## config.mk

```make
export PLATFORM = sky130hd
export DESIGN_NAME = reservation_station_wakeup_dispatch_unit
export DESIGN_NICKNAME = d
export VERILOG_FILES = /design/src/rtl/rswd_pkg.sv /design/src/rtl/rswd_cell.sv /design/src/rtl/reservation_station_wakeup_dispatch_unit.sv
export SDC_FILE = /design/constraint.sdc
export NUM_CORES = 1
export LEC_CHECK = 0
export ABC_CLOCK_PERIOD_IN_PS = 3600
export BUFFER_PORTS_ARGS = -buffer_cell sky130_fd_sc_hd__buf_2
export CAP_MARGIN = 10
export CORE_MARGIN = 5
export CORE_UTILIZATION = 60
export DETAILED_ROUTE_END_ITERATION = 10
export PLACE_DENSITY_LB_ADDON = 0.08
export SLEW_MARGIN = 20
export SYNTH_ARGS = -nofsm -noshare
export SYNTH_HDL_FRONTEND = slang
export SYNTH_SLANG_ARGS = --single-unit
export TNS_END_PERCENT = 30
```

## constraint.sdc

```tcl
create_clock -name clk -period 3.6 [get_ports clk]
set_input_delay 0.54 -clock clk [delete_from_list [all_inputs] [get_ports clk]]
set_output_delay 0.54 -clock clk [all_outputs]
set_load 0.03 [all_outputs]
```

## src/rtl/rswd_pkg.sv

```systemverilog
// ----------------------------------------------------------------------------
// Reservation station package
// Widths, register indexes, entry and cell control types, unit selection.
// ----------------------------------------------------------------------------
package rswd_pkg;

	localparam int ENTRIES_DEF = 8;
	localparam int UNITS = 4;
	localparam int UNIT_W = 2;
	localparam int SRCS = 3;
	localparam int TAG_W = 6;
	localparam int CLASS_W = 3;
	localparam int MASK_W = 8;
	localparam int LIMIT_W = 4;
	localparam int LIMIT_RESET = 8;
	localparam int OCC_W = 4;
	localparam int CMP_W = 6;
	localparam int CFG_IDX_W = 3;
	localparam int CFG_W = 8;

	localparam logic [1:0] OP_TICK = 2'd0;
	localparam logic [1:0] OP_ISSUE = 2'd1;
	localparam logic [1:0] OP_FLUSH = 2'd2;

	localparam logic [CFG_IDX_W-1:0] CFG_LIMIT = 3'd0;
	localparam logic [CFG_IDX_W-1:0] CFG_UNIT0 = 3'd1;
	localparam logic [CFG_IDX_W-1:0] CFG_UNIT1 = 3'd2;
	localparam logic [CFG_IDX_W-1:0] CFG_UNIT2 = 3'd3;
	localparam logic [CFG_IDX_W-1:0] CFG_UNIT3 = 3'd4;

	typedef enum logic [1:0] {
		ST_IDLE = 2'b01,
		ST_WALK = 2'b10
	} state_t;

	typedef struct packed {
		logic [TAG_W-1:0] rob_tag;
		logic [CLASS_W-1:0] cls;
		logic [SRCS-1:0] wait_mask;
		logic [SRCS-1:0][TAG_W-1:0] wait_tags;
	} entry_t;

	typedef struct packed {
		logic wake;
		logic [TAG_W-1:0] bus_tag;
		logic load;
		logic shift;
		logic take_head;
	} cell_ctrl_t;

	typedef struct packed {
		logic hit;
		logic [UNIT_W-1:0] unit;
	} pick_t;

	// The lowest-numbered free unit whose class mask has the entry's class.
	function automatic pick_t pick_unit(input logic [CLASS_W-1:0] cls,
			input logic [UNITS-1:0] free, input logic [UNITS-1:0][MASK_W-1:0] masks);
		pick_t p;
		p = '0;
		for (int u = UNITS - 1; u >= 0; u--) begin
			if (free[u] && masks[u][cls]) begin
				p.hit = 1'b1;
				p.unit = UNIT_W'(u);
			end
		end
		return p;
	endfunction

endpackage

```

## src/rtl/rswd_cell.sv

```systemverilog
// ----------------------------------------------------------------------------
// Reservation station cell
// Holds one entry; wakes its sources, loads on issue, shifts toward the head.
// ----------------------------------------------------------------------------
module rswd_cell import rswd_pkg::*; (
	input  logic       clk,
	input  cell_ctrl_t ctrl,
	input  entry_t     new_entry,
	input  entry_t     next_entry,
	input  entry_t     head_entry,
	output entry_t     entry
);

	entry_t entry_q;
	entry_t woken;

	always_comb begin
		woken = entry_q;
		if (ctrl.wake) begin
			for (int s = 0; s < SRCS; s++) begin
				if (entry_q.wait_mask[s] && (entry_q.wait_tags[s] == ctrl.bus_tag)) begin
					woken.wait_mask[s] = 1'b0;
				end
			end
		end
	end

	always_ff @(posedge clk) begin
		if (ctrl.load) begin
			entry_q <= new_entry;
		end else if (ctrl.take_head) begin
			entry_q <= head_entry;
		end else if (ctrl.shift) begin
			entry_q <= next_entry;
		end else begin
			entry_q <= woken;
		end
	end

	assign entry = entry_q;

endmodule

```

## src/rtl/reservation_station_wakeup_dispatch_unit.sv

```systemverilog
// ----------------------------------------------------------------------------
// Reservation station with tag wakeup and in-order dispatch
// Input items are tick, issue or flush; results are dispatch records and
// issue responses, each marked last on the final result of its item.
//
// An issue transfer stores the entry in the cell after the youngest one and
// its response appears in the output register on the next cycle. A flush
// empties the station at once and gives no result. A tick transfer clears
// every awaited source that matches the broadcast tag, when bus_valid is set,
// in all cells in that cycle, then walks the row: the head cell is examined
// once per cycle unless a stall holds the walk, and either leaves for a unit
// or moves to the tail. A tick on an empty station skips the walk.
// A dispatch record is held in a pending register so that the final one can
// carry last. in_ready is low during a walk and while the output register
// holds a record that the receiver has not taken. When the receiver stalls,
// the output register holds its record and the walk waits before the next
// dispatch. Reset empties the station, sets the limit to eight and every
// class mask to all ones; stored entries need no clearing.
// ----------------------------------------------------------------------------
module reservation_station_wakeup_dispatch_unit import rswd_pkg::*; #(
	parameter int ENTRIES = ENTRIES_DEF
) (
	input  logic                 clk,
	input  logic                 arst_n,
	input  logic                 cfg_we,
	input  logic [CFG_IDX_W-1:0] cfg_index,
	input  logic [CFG_W-1:0]     cfg_data,
	input  logic                 in_valid,
	output logic                 in_ready,
	input  logic [1:0]           opcode,
	input  logic                 bus_valid,
	input  logic [TAG_W-1:0]     bus_tag,
	input  logic [UNITS-1:0]     units_free,
	input  logic [TAG_W-1:0]     new_tag,
	input  logic [CLASS_W-1:0]   new_class,
	input  logic                 src0_valid,
	input  logic [TAG_W-1:0]     src0_tag,
	input  logic                 src1_valid,
	input  logic [TAG_W-1:0]     src1_tag,
	input  logic                 src2_valid,
	input  logic [TAG_W-1:0]     src2_tag,
	output logic                 out_valid,
	input  logic                 out_ready,
	output logic                 kind,
	output logic [UNIT_W-1:0]    unit_index,
	output logic [TAG_W-1:0]     rob_tag,
	output logic                 accepted,
	output logic [OCC_W-1:0]     occupancy,
	output logic                 is_full,
	output logic                 last
);

	localparam int CNT_W = $clog2(ENTRIES + 1);

	state_t state_q;
	logic [CNT_W-1:0] count_q;
	logic [CNT_W-1:0] steps_q;
	logic [UNITS-1:0] free_q;
	logic [LIMIT_W-1:0] limit_q;
	logic [UNITS-1:0][MASK_W-1:0] masks_q;

	logic pend_valid_q;
	logic [UNIT_W-1:0] pend_unit_q;
	logic [TAG_W-1:0] pend_tag_q;
	logic [CNT_W-1:0] pend_occ_q;
	logic pend_full_q;

	logic out_valid_q;
	logic kind_q;
	logic [UNIT_W-1:0] unit_q;
	logic [TAG_W-1:0] tag_q;
	logic accepted_q;
	logic [OCC_W-1:0] occ_q;
	logic full_q;
	logic last_q;

	entry_t cells [ENTRIES];
	entry_t nxt [ENTRIES];
	cell_ctrl_t ctrl [ENTRIES];
	entry_t new_entry;
	entry_t head;
	pick_t pick;

	logic [CMP_W-1:0] eff_limit;
	logic can_store;
	logic [CNT_W-1:0] count_inc;
	logic [CNT_W-1:0] count_dec;
	logic [CNT_W-1:0] issue_count;
	logic out_free;
	logic in_xfer;
	logic do_tick;
	logic do_issue;
	logic do_flush;
	logic walking;
	logic hit;
	logic stall;
	logic step;
	logic remove;
	logic rotate;
	logic finish;
	logic out_resp;
	logic out_disp;

	assign eff_limit = (CMP_W'(limit_q) > CMP_W'(ENTRIES)) ? CMP_W'(ENTRIES) : CMP_W'(limit_q);
	assign can_store = CMP_W'(count_q) < eff_limit;
	assign count_inc = count_q + 1'b1;
	assign count_dec = count_q - 1'b1;
	assign issue_count = can_store ? count_inc : count_q;

	assign out_free = !out_valid_q || out_ready;
	assign in_ready = (state_q == ST_IDLE) && out_free;
	assign in_xfer = in_valid && in_ready;
	assign do_tick = in_xfer && (opcode == OP_TICK);
	assign do_issue = in_xfer && (opcode == OP_ISSUE);
	assign do_flush = in_xfer && (opcode == OP_FLUSH);

	assign head = cells[0];
	assign pick = pick_unit(head.cls, free_q, masks_q);
	assign walking = (state_q == ST_WALK);
	assign hit = walking && (steps_q != '0) && (head.wait_mask == '0) && pick.hit;
	assign stall = hit && pend_valid_q && !out_free;
	assign step = walking && (steps_q != '0) && !stall;
	assign remove = step && hit;
	assign rotate = step && !hit;
	assign finish = walking && (steps_q == '0) && (!pend_valid_q || out_free);
	assign out_resp = do_issue;
	assign out_disp = (remove || finish) && pend_valid_q;

	always_comb begin
		new_entry.rob_tag = new_tag;
		new_entry.cls = new_class;
		new_entry.wait_mask = {src2_valid, src1_valid, src0_valid};
		new_entry.wait_tags = {src2_tag, src1_tag, src0_tag};
	end

	for (genvar i = 0; i < ENTRIES; i++) begin : g_cell
		if (i == ENTRIES - 1) begin : g_tail
			assign nxt[i] = cells[0];
		end else begin : g_body
			assign nxt[i] = cells[i+1];
		end

		always_comb begin
			ctrl[i].wake = do_tick && bus_valid;
			ctrl[i].bus_tag = bus_tag;
			ctrl[i].load = do_issue && can_store && (count_q == CNT_W'(i));
			ctrl[i].shift = step;
			ctrl[i].take_head = rotate && (count_dec == CNT_W'(i));
		end

		rswd_cell u_cell (
			.clk        (clk),
			.ctrl       (ctrl[i]),
			.new_entry  (new_entry),
			.next_entry (nxt[i]),
			.head_entry (head),
			.entry      (cells[i])
		);
	end

	always_ff @(posedge clk or negedge arst_n) begin
		if (!arst_n) begin
			limit_q <= LIMIT_W'(LIMIT_RESET);
			masks_q <= '1;
		end else if (cfg_we) begin
			case (cfg_index)
				CFG_LIMIT: limit_q <= cfg_data[LIMIT_W-1:0];
				CFG_UNIT0: masks_q[0] <= cfg_data;
				CFG_UNIT1: masks_q[1] <= cfg_data;
				CFG_UNIT2: masks_q[2] <= cfg_data;
				CFG_UNIT3: masks_q[3] <= cfg_data;
				default: begin
				end
			endcase
		end
	end

	always_ff @(posedge clk or negedge arst_n) begin
		if (!arst_n) begin
			state_q <= ST_IDLE;
			count_q <= '0;
			steps_q <= '0;
			free_q <= '0;
			pend_valid_q <= 1'b0;
			out_valid_q <= 1'b0;
		end else begin
			case (state_q)
				ST_IDLE: begin
					if (do_tick && (count_q != '0)) begin
						state_q <= ST_WALK;
					end
				end
				ST_WALK: begin
					if (finish) begin
						state_q <= ST_IDLE;
					end
				end
				default: state_q <= ST_IDLE;
			endcase

			if (do_tick) begin
				steps_q <= count_q;
				free_q <= units_free;
			end else if (step) begin
				steps_q <= steps_q - 1'b1;
			end
			if (remove) begin
				free_q[pick.unit] <= 1'b0;
			end

			if (do_flush) begin
				count_q <= '0;
			end else if (do_issue && can_store) begin
				count_q <= count_inc;
			end else if (remove) begin
				count_q <= count_dec;
			end

			if (remove) begin
				pend_valid_q <= 1'b1;
			end else if (finish) begin
				pend_valid_q <= 1'b0;
			end

			if (out_resp || out_disp) begin
				out_valid_q <= 1'b1;
			end else if (out_ready) begin
				out_valid_q <= 1'b0;
			end
		end
	end

	always_ff @(posedge clk) begin
		if (remove) begin
			pend_unit_q <= pick.unit;
			pend_tag_q <= head.rob_tag;
			pend_occ_q <= count_dec;
			pend_full_q <= CMP_W'(count_dec) >= eff_limit;
		end
		if (out_resp) begin
			kind_q <= 1'b1;
			unit_q <= '0;
			tag_q <= '0;
			accepted_q <= can_store;
			occ_q <= OCC_W'(issue_count);
			full_q <= CMP_W'(issue_count) >= eff_limit;
			last_q <= 1'b1;
		end else if (out_disp) begin
			kind_q <= 1'b0;
			unit_q <= pend_unit_q;
			tag_q <= pend_tag_q;
			accepted_q <= 1'b0;
			occ_q <= OCC_W'(pend_occ_q);
			full_q <= pend_full_q;
			last_q <= finish;
		end
	end

	assign out_valid = out_valid_q;
	assign kind = kind_q;
	assign unit_index = unit_q;
	assign rob_tag = tag_q;
	assign accepted = accepted_q;
	assign occupancy = occ_q;
	assign is_full = full_q;
	assign last = last_q;

endmodule

```

# Word level (Yosys, flattened, before mapping)
# Cells that the tools add are included.
classes:
  n_lt_le_gt_ge: 7
  eq_ne: 49
  n_reduce_logical: 157
  mux: 92
  bitwise: 2
  addsub: 3
ops:
  columns: ["operator", "n"]
  rows:
  - ["2-to-1 mux 30 bit", 24]
  - ["== test 6 bit", 24]
  - ["nonzero test 4 bit", 30]
  - ["logical AND 1 bit", 64]
  - ["AND reduction 2 bit", 28]
  - ["2-to-1 mux 4 bit", 11]
  - ["2-to-1 mux 1 bit", 37]
  - ["2-to-1 mux 3 bit", 12]
  - ["nonzero test 3 bit", 12]
  - ["== test 4 x 3 -> 1 bit, second input constant", 8]
  - ["== test 4 x 2 -> 1 bit, second input constant", 4]
  - ["binary-select mux 1 bit (select 3 bit)", 4]
  - ["logical NOT 4 bit", 3]
  - ["nonzero test 2 bit", 5]
  - ["AND reduction 3 bit", 3]
  - ["== test 4 x 1 -> 1 bit, second input constant", 2]
  - ["greater-or-equal comparator 4 bit", 2]
  - ["subtractor 4 x 1 -> 4 bit, second input constant", 2]
  - ["== test 3 x 2 -> 1 bit, second input constant", 2]
  - ["logical NOT 3 bit", 2]
  - ["!= test 2 x 1 -> 1 bit, second input constant", 3]
  - ["logical NOT 1 bit", 5]
  - ["adder 4 x 1 -> 4 bit, second input constant", 1]
  - ["bitwise AND 4 bit", 1]
  - ["15 further kinds", 21]
word_totals:
  wordCells: 396
  output_inout_bits: 18
  regBits: 321

# Logic depth before layout (Yosys ltp)
# Gate-level depths: netlist of the first run.
depth:
  word_depth: 17
  depth_mapped: 14
  mapped_depth_nobuf: 14

# Hierarchy
# A second synthesis of the first run with hierarchy kept.
unflattened:
  hier_cells: 1652
  hier_area_um2: 17824.6
modules_own_cells:
  columns: ["mod", "instances", "seq_area_each_um2", "area_per_inst_um2", "cells_per_inst"]
  rows:
  - ["rswd_cell", 8, 900.9, 1700.4, 163]
  - ["reservation_station_wakeup_dispatch_unit", 1, 2114.5, 4221.5, 348]

# Worst setup path after synthesis of the first run
# OpenSTA, ideal clock, no wires.
synth_timing:
  path_kind: "register to register"
  start: "register g_cell[0].u_cell.entry_q (netlist bit g_cell[0].u_cell.entry[21])"
  end: "register g_cell[0].u_cell.entry_q (netlist bit g_cell[0].u_cell.entry[0]), enable pin"
  path_stages_with_launch: 12
  setup_slack_ns: 0.373
  required_time_ns: 3.218
  path_buffers: 4
  arrival_ns: 2.845
  path_cell_list: "edfxtp_1 buf_6 mux4_2 nand2b_1 and3_1 nor4_4 buf_4 o31a_1 buf_4 buf_4 a21oi_1 inv_1"
synth_between:
  elab_chain_len: 16
  elab_cells_between_ends: 27
synth_lines:
  columns: ["element", "line_no", "text"]
  rows:
  - ["start, declared", "rswd_cell.sv:14", "entry_t entry_q;"]
  - ["start signal, assigned", "rswd_cell.sv:30", "entry_q <= new_entry;"]
  - ["start signal, assigned", "rswd_cell.sv:32", "entry_q <= head_entry;"]
  - ["start signal, assigned", "rswd_cell.sv:34", "entry_q <= next_entry;"]
  - ["binary-select mux 1 bit (select 3 bit)", "rswd_pkg.sv:62", "if (free[u] && masks[u][cls]) begin"]
  - ["2-to-1 mux 1 bit (implied by the code)", "rswd_pkg.sv:62", null]
  - ["logical AND 1 bit", "rswd_pkg.sv:62", null]
  - ["2-to-1 mux 3 bit (3 in a row)", "rswd_pkg.sv:62", null]
  - ["2-to-1 mux 3 bit *", "rswd_pkg.sv:62", null]
  - ["logical AND 1 bit *", "reservation_station_wakeup_dispatch_unit.sv:120", "assign hit = walking && (steps_q != '0) && (head.wait_mask == '0) && pick.hit;"]
  - ["logical AND 1 bit (2 in a row)", "reservation_station_wakeup_dispatch_unit.sv:121", "assign stall = hit && pend_valid_q && !out_free;"]
  - ["logical NOT 1 bit", "reservation_station_wakeup_dispatch_unit.sv:122", "assign step = walking && (steps_q != '0) && !stall;"]
  - ["logical AND 1 bit", "reservation_station_wakeup_dispatch_unit.sv:122", null]
  - ["logical AND 1 bit", "reservation_station_wakeup_dispatch_unit.sv:124", "assign rotate = step && !hit;"]
  - ["logical AND 1 bit", "reservation_station_wakeup_dispatch_unit.sv:148", "ctrl[i].take_head = rotate && (count_dec == CNT_W'(i));"]
  - ["!= test 2 x 1 -> 1 bit (no source line)", null, null]
  - ["AND reduction 2 bit (no source line) *", null, null]
# Every way passes the cells marked *; elsewhere a longest branch is shown, timed or not. The select of a mux whose other input is x is not followed.
# A chain may end at the register's enable or synchronous reset.

# Worst setup path after layout of the first run
layout_timing:
  start: "register g_cell[0].u_cell.entry_q (netlist bit g_cell[0].u_cell.entry[21])"
  end: "register g_cell[3].u_cell.entry_q (netlist bit g_cell[3].u_cell.entry[2]), enable pin"
layout_between:
  elab_chain_len: 15
  elab_cells_between_ends: 25
layout_lines:
  columns: ["element", "line_no", "text"]
  rows:
  - ["binary-select mux 1 bit (select 3 bit)", "rswd_pkg.sv:62", null]
  - ["2-to-1 mux 1 bit (implied by the code)", "rswd_pkg.sv:62", null]
  - ["logical AND 1 bit", "rswd_pkg.sv:62", null]
  - ["2-to-1 mux 3 bit (3 in a row)", "rswd_pkg.sv:62", null]
  - ["2-to-1 mux 3 bit *", "rswd_pkg.sv:62", null]
  - ["logical AND 1 bit *", "reservation_station_wakeup_dispatch_unit.sv:120", null]
  - ["logical AND 1 bit (2 in a row)", "reservation_station_wakeup_dispatch_unit.sv:121", null]
  - ["logical NOT 1 bit", "reservation_station_wakeup_dispatch_unit.sv:122", null]
  - ["logical AND 1 bit", "reservation_station_wakeup_dispatch_unit.sv:122", null]
  - ["logical AND 1 bit", "reservation_station_wakeup_dispatch_unit.sv:124", null]
  - ["logical AND 1 bit", "reservation_station_wakeup_dispatch_unit.sv:148", null]
  - ["nonzero test 3 bit (no source line) *", null, null]
  - ["end signal, assigned", "rswd_cell.sv:32", null]
  - ["end signal, assigned", "rswd_cell.sv:34", null]
  - ["end signal, assigned", "rswd_cell.sv:36", "entry_q <= woken;"]
  - ["end, declared", "rswd_cell.sv:14", null]
# Marked as above.

==> results of run 1 <==
area by class of cell:
type,count,area [um2]
Antenna cell,1,2.50
Clock buffer,47,1000
Clock inverter,17,155
Fill cell,2197,9450
Inverter,18,67.6
Multi-Input combinational cell,1069,7180
Sequential cell,321,9320
Tap cell,384,480
Timing Repair Buffer,142,963
worst paths after layout:
path | slack, ns | end
setup / recovery | 0.38 | g_cell[3].u_cell.entry[2]
hold / removal | 0.10 | free_q[1]
setup reg to reg | 0.38 | g_cell[3].u_cell.entry[2]
hold reg to reg | 0.44 | kind
max in group asynchronous | 2.69 | masks_q[8]
min in group clk | 0.31 | masks_q[20]
power by group:
group,switching (W),internal (W)
registers,0.000196,0.00429
clock network,0.00147,0.00218
logic,0.000832,0.000538
metrics by stage:
stage               std cells  worst slack [ns]  total power (W)  util (%)  hold slack [ns]
detailed placement       1934             0.367          0.00590      62.9            0.432
finish                   1999             0.384          0.00951      67.0            0.102
global route             1999             0.207          0.00987      67.0            0.166
global placement         1934             0.421          0.00586      62.9            0.434
floorplan                1590             0.373          0.00544         -            0.244
CTS                      1998             0.367          0.00953      67.0            0.110
kinds of logic (layout without fill, tap and decap cells):
group                      after synthesis  count (layout)  synth area share, %
AOI/OAI and AO/OA                      459             459                 17.8
xor gates and xnor gates               149             149                 7.51
adders and majority gates               19              19                 1.37
buffers and inverters                  200             224                 5.15
DFF                                    321             321                 53.6
muxes                                   63              63                 4.19
other                                    0               1                    0
and+or+nand+nor                        379             379                 10.3
cell usage in the layout (no fill, tap or decap), drive strengths merged, types with 3 or more instances in the layout:
master / count
a31oi: 3
o21bai: 7
xor2: 73
buf: 142
mux2i: 21
bufinv: 3
nor3: 8
ha: 19
nand2: 205
edfxtp: 259
and3: 14
clkinv: 13
a22oi: 185
mux4: 4
nand3: 36
mux2: 38
nor2b: 10
dfxtp: 10
or2: 3
o21ai: 172
nor2: 34
dfstp: 34
inv: 19
a22o: 62
o2111a: 6
xnor2: 76
nand4: 25
clkbuf: 47
dfrtp: 18
nand2b: 8
o21a: 3
or4: 24
a21oi: 10
flip-flops by register name, summed over array words and instances (netlist names), 2 cells and up:
register / cells
steps_q: 4
pend_tag_q: 6
g_cell.u_cell.entry: 240
rob_tag: 6
state_q: 2
unit_index: 2
pend_occ_q: 4
count_q: 4
masks_q: 32
pend_unit_q: 2
free_q: 4
limit_q: 4
occupancy: 4
critical path, cell delays in order (launching register included):
cell and delay, ns:
edfxtp_1 0.53, mux4_2 0.54, nand2b_1 0.17, and3_4 0.20
nor4_4 0.31, o31a_2 0.25, or2_2 0.66, buf_4 0.27
routing by layer:
layer / global-route usage (%) / vias up
met4: 7.38 / 2
li1: - / 5883
met5: 0 / -
met3: 4.82 / 79
met1: 43.5 / 6418
met2: 44.8 / 708
==> results.yml, run 1 <==
detailed_routing:
  drc: 0
  vias: 13100
  vias_per_cell: 6.55
  routed_wl_um: 48200
  postRouteAntennaNets: 0
  met2WireLength_um: 22300
  wire_per_inst_um: 24.1
  wl_met3_um: 4280
  m1WireLength_um: 20700
  drt_first_pass_iters: 7
  top_layer: "met5"
  drtIter0Drc: 1770
yosys:
  ys_seq_area_share_pct: 53.6
  synth-seq-cells: 321
  synthCells: 1590
  synth_edf_count: 259
  synth_cell_types: 54
  synthArstFlopShare_pct: 16.2
  syn_avg_cell_area_um2: 10.9
  synth_most_common_cell: "edfxtp_1"
  syn_area_um2: 17400
  netlist_top_cells_count: "edfxtp_1 (259), nand2_1 (205), a22oi_1 (185)"
  yosysTopAreaCell: "edfxtp_1"
  synth_area_leaders: "edfxtp_1 (45%), a22oi_1 (8.0%), dfstp_2 (5.1%), nand2_1 (4.4%), o21ai_1 (4.3%)"
  synth.top_cell.area_share_pct: 44.8
  synth_flop_cell: "edfxtp_1"
  yosys_warnings: 0
  synth_fp_nets: 1668
clocking:
  cts_resized: 0
  postCtsHoldBufs: 0
  cts_buffer_depth: 3
  cts_tree: "done"
  cts_max_level: 2
  clk_pin_slew_ns: 0.06
  cts_sinks: 321
  cts-buffers-inserted: 36
  cts_root_buf: "clkbuf_16"
  postCtsSetupBuffers: 0
  clk_latency_ns: 0.51
setup_path:
  crit_type: "flop to flop"
  required_ns: 3.83
  cp-end-kind: "flop"
  ff2ff_path_depth: 7
  start_kind: "flop"
  path_max_fanout: 27
  crit_arrival_ns: 3.44
  crit_path_start: "g_cell[0].u_cell.entry[21]"
  r2r-start: "g_cell[0].u_cell.entry[21]"
sta:
  fin_crit_ns: 3.22
  slew_viol_final: 0
  fin_setup_tns_ns: 0
  finalSetupViolCount: 0
  slew_headroom_pct: 39.3
  fmaxAchievable_mhz: 311
  min_period_over_period_pct: 89.3
  worst-slew-pin-transition_ns: 0.910
  hold_viol: 0
  rsz0062_at_grt: "false"
  fin_skew_ns: 0.0172
placement:
  dpl_cell_area_um2: 18000
  port_buffers: 76
  dp_hpwl_um: 31200
  globalplace.congestion: 0.866
global_routing:
  grt_pass1_wl_um: 75700
  grt_usage_pct: 29.1
  grt_max_degree: 86
  grt_pass1_vias: 12900
  gr-total-overflow: 0
  antenna_found_initial: 3
floorplanning:
  die-area_um2: 32500
  initial_core_util_pct: 60.7
  die-width_um: 180
  num_rows: 62
  io_pins: 77
  core_um2: 28600
  die_h_um: 180
run_status:
  run_status: "finished, final reports clean"
final_layout:
  fin_nets: 1666
  syn_to_final_growth_pct: 10.4
  layout-drive-gt1-share_pct: 17.6
  stdcell_area_um2: 19200
run:
  cap_violations: 0
pwr:
  power.density_nw_per_um2: 496
  ir_drop_v: 0.000429
  power.leakage_nw: 7.12
hold_path:
  hold_path_class: "input pin to asynchronous set/reset pin"
Power figures use the tool's default switching activity.
==> inputs of run 2 (changes only) <==
- BUFFER_PORTS_ARGS: -buffer_cell sky130_fd_sc_hd__buf_2 -> -buffer_cell sky130_fd_sc_hd__clkbuf_2
==> run 2 against run 1 <==
Flip-flop and latch count did not move; routed wire length rose by 0.39%; via count fell by 0.31%; sequential power barely moved; highest routed layer unchanged.
==> results.yml, run 2 (same netlist as run 1, synthesis figures left out) <==
floorplanning:
  num_rows: 62
  io_pins: 77
  die_h_um: 180
  die-width_um: 180
  initial_core_util_pct: 60.7
  core_um2: 28600
  die-area_um2: 32500
sta:
  finalSetupViolCount: 0
  slew_viol_final: 0
  worst-slew-pin-transition_ns: 1.11
  slew_headroom_pct: 25.8
  fin_setup_tns_ns: 0
  fin_skew_ns: 0.0279
  hold_viol: 0
  fmaxAchievable_mhz: 306
  min_period_over_period_pct: 90.6
  holdWs_ns: 0.00544
  fin_crit_ns: 3.26
  rsz0062_at_grt: "false"
placement:
  globalplace.congestion: 0.852
  dpl_cell_area_um2: 18000
  dp_hpwl_um: 31200
  port_buffers: 76
global_routing:
  grt_pass1_wl_um: 75800
  grt_usage_pct: 29.4
  antenna_found_initial: 3
  grt_pass1_vias: 12700
  grt_max_degree: 86
  gr-total-overflow: 0
setup_path:
  crit_type: "flop to flop"
  start_kind: "flop"
  cp-end-kind: "flop"
  r2r_setup_slack_ns: 0.34
  path_max_fanout: 14
  r2r-end: "g_cell[2].u_cell.entry[20]"
  ff2ff_path_depth: 11
  crit_arrival_ns: 3.48
  required_ns: 3.82
  r2r-start: "limit_q[3]"
detailed_routing:
  drc: 0
  top_layer: "met5"
  vias: 13000
  wl_met3_um: 4590
  postRouteAntennaNets: 0
  drt_first_pass_iters: 6
  met2WireLength_um: 21700
  drtIter0Drc: 1741
  wire_per_inst_um: 24.2
  routed_wl_um: 48400
  m1WireLength_um: 20500
  vias_per_cell: 6.53
clocking:
  cts_max_level: 2
  cts_root_buf: "clkbuf_16"
  postCtsSetupBuffers: 0
  clk_latency_ns: 0.53
  postCtsHoldBufs: 0
  cts_sinks: 321
  clk_pin_slew_ns: 0.06
  cts-buffers-inserted: 36
  cts_buffer_depth: 3
  cts_tree: "done"
  cts_resized: 0
final_layout:
  mostFrequentLayoutCells: "edfxtp_1 (259), nand2_1 (205), a22oi_1 (185)"
  largest_reg_flops: 240
  fin_nets: 1661
  fill_cells: 2156
  final_common_cell: "edfxtp_1"
  layout-drive-gt1-share_pct: 17.3
  stdcell_area_um2: 19200
  syn_to_final_growth_pct: 10.5
run:
  cap_violations: 0
pwr:
  power.density_nw_per_um2: 501
  power.leakage_nw: 7.12
  ir_drop_v: 0.000438
hold_path:
  hold_path_class: "input pin to asynchronous set/reset pin"
run_status:
  run_status: "finished, final reports clean"
run 2: cell types whose count changed in the layout (fill, tap and decap cells not counted), moves of 2 or more:
cell,change
clkbuf_2,+76
buf_2,-76
buf_4,-7
buf_12,+2
clkinv_2,-3
clkbuf_1,+2
run 2: worst max-delay path, stage by stage, from the launching register on:
cell and delay [ns]:
dfstp_2 0.57, inv_1 0.10, nand2_1 0.17, ha_1 0.25
nor2b_1 0.13, o21a_1 0.16, o21a_1 0.18, nor3_2 0.44
and3_1 0.32, or2_2 0.17, buf_4 0.28, o21bai_1 0.16
run 2: per-stage QoR:
step / power, W / instances / utilization (%) / worst slack, ns
after floorplan: 0.00544 / 1590 / - / 0.373
after global routing: 0.00997 / 1996 / 67.1 / 0.153
after CTS: 0.00963 / 1995 / 67.0 / 0.415
after detailed placement: 0.00591 / 1929 / 62.9 / 0.385
final: 0.00961 / 1997 / 67.1 / 0.337
after global placement: 0.00586 / 1929 / 62.9 / 0.467
run 2: final cells by class:
cell class              instances  area [um2]  share of cell area (%)
inverters                      18        67.6                   0.352
clock buffers                  49        1000                    5.21
well taps                     384         480                    2.50
diodes                          2        5.00                  0.0261
repair buffers                137         951                    4.95
clock inverters                17         186                   0.971
flip-flops and latches        321        9320                    48.6
multi-input cells            1069        7180                    37.4
run 2: where the power goes:
part	switching (W)	total [W]	leakage [nW]	internal (W)
registers	0.000200	0.00449	3.37	0.00429
clock network	0.00151	0.00375	0.577	0.00224
logic	0.000827	0.00136	3.18	0.000536
total	0.00254	0.00961	7.12	0.00707
run 2: how the worst max path moves through the flow:
stage / from / end / slack, ns / depth (start not counted)
CTS: limit_q[3] / g_cell[2].u_cell.entry[20] / 0.42 / 11
finish: limit_q[3] / g_cell[2].u_cell.entry[20] / 0.34 / 11
global route: limit_q[3] / is_full / 0.15 / 14
floorplan: g_cell[0].u_cell.entry[21] / g_cell[0].u_cell.entry[0] / 0.37 / 11
detailed placement: out_ready / g_cell[2].u_cell.entry[19] / 0.39 / 9
global placement: out_ready / g_cell[1].u_cell.entry[20] / 0.47 / 9
run 2: per-layer routing:
metal | track usage, % | up-vias
met3 | 5.93 | 117
met1 | 43.6 | 6341
li1 | - | 5894
met4 | 8.95 | 2
met5 | 0 | -
met2 | 44.4 | 695
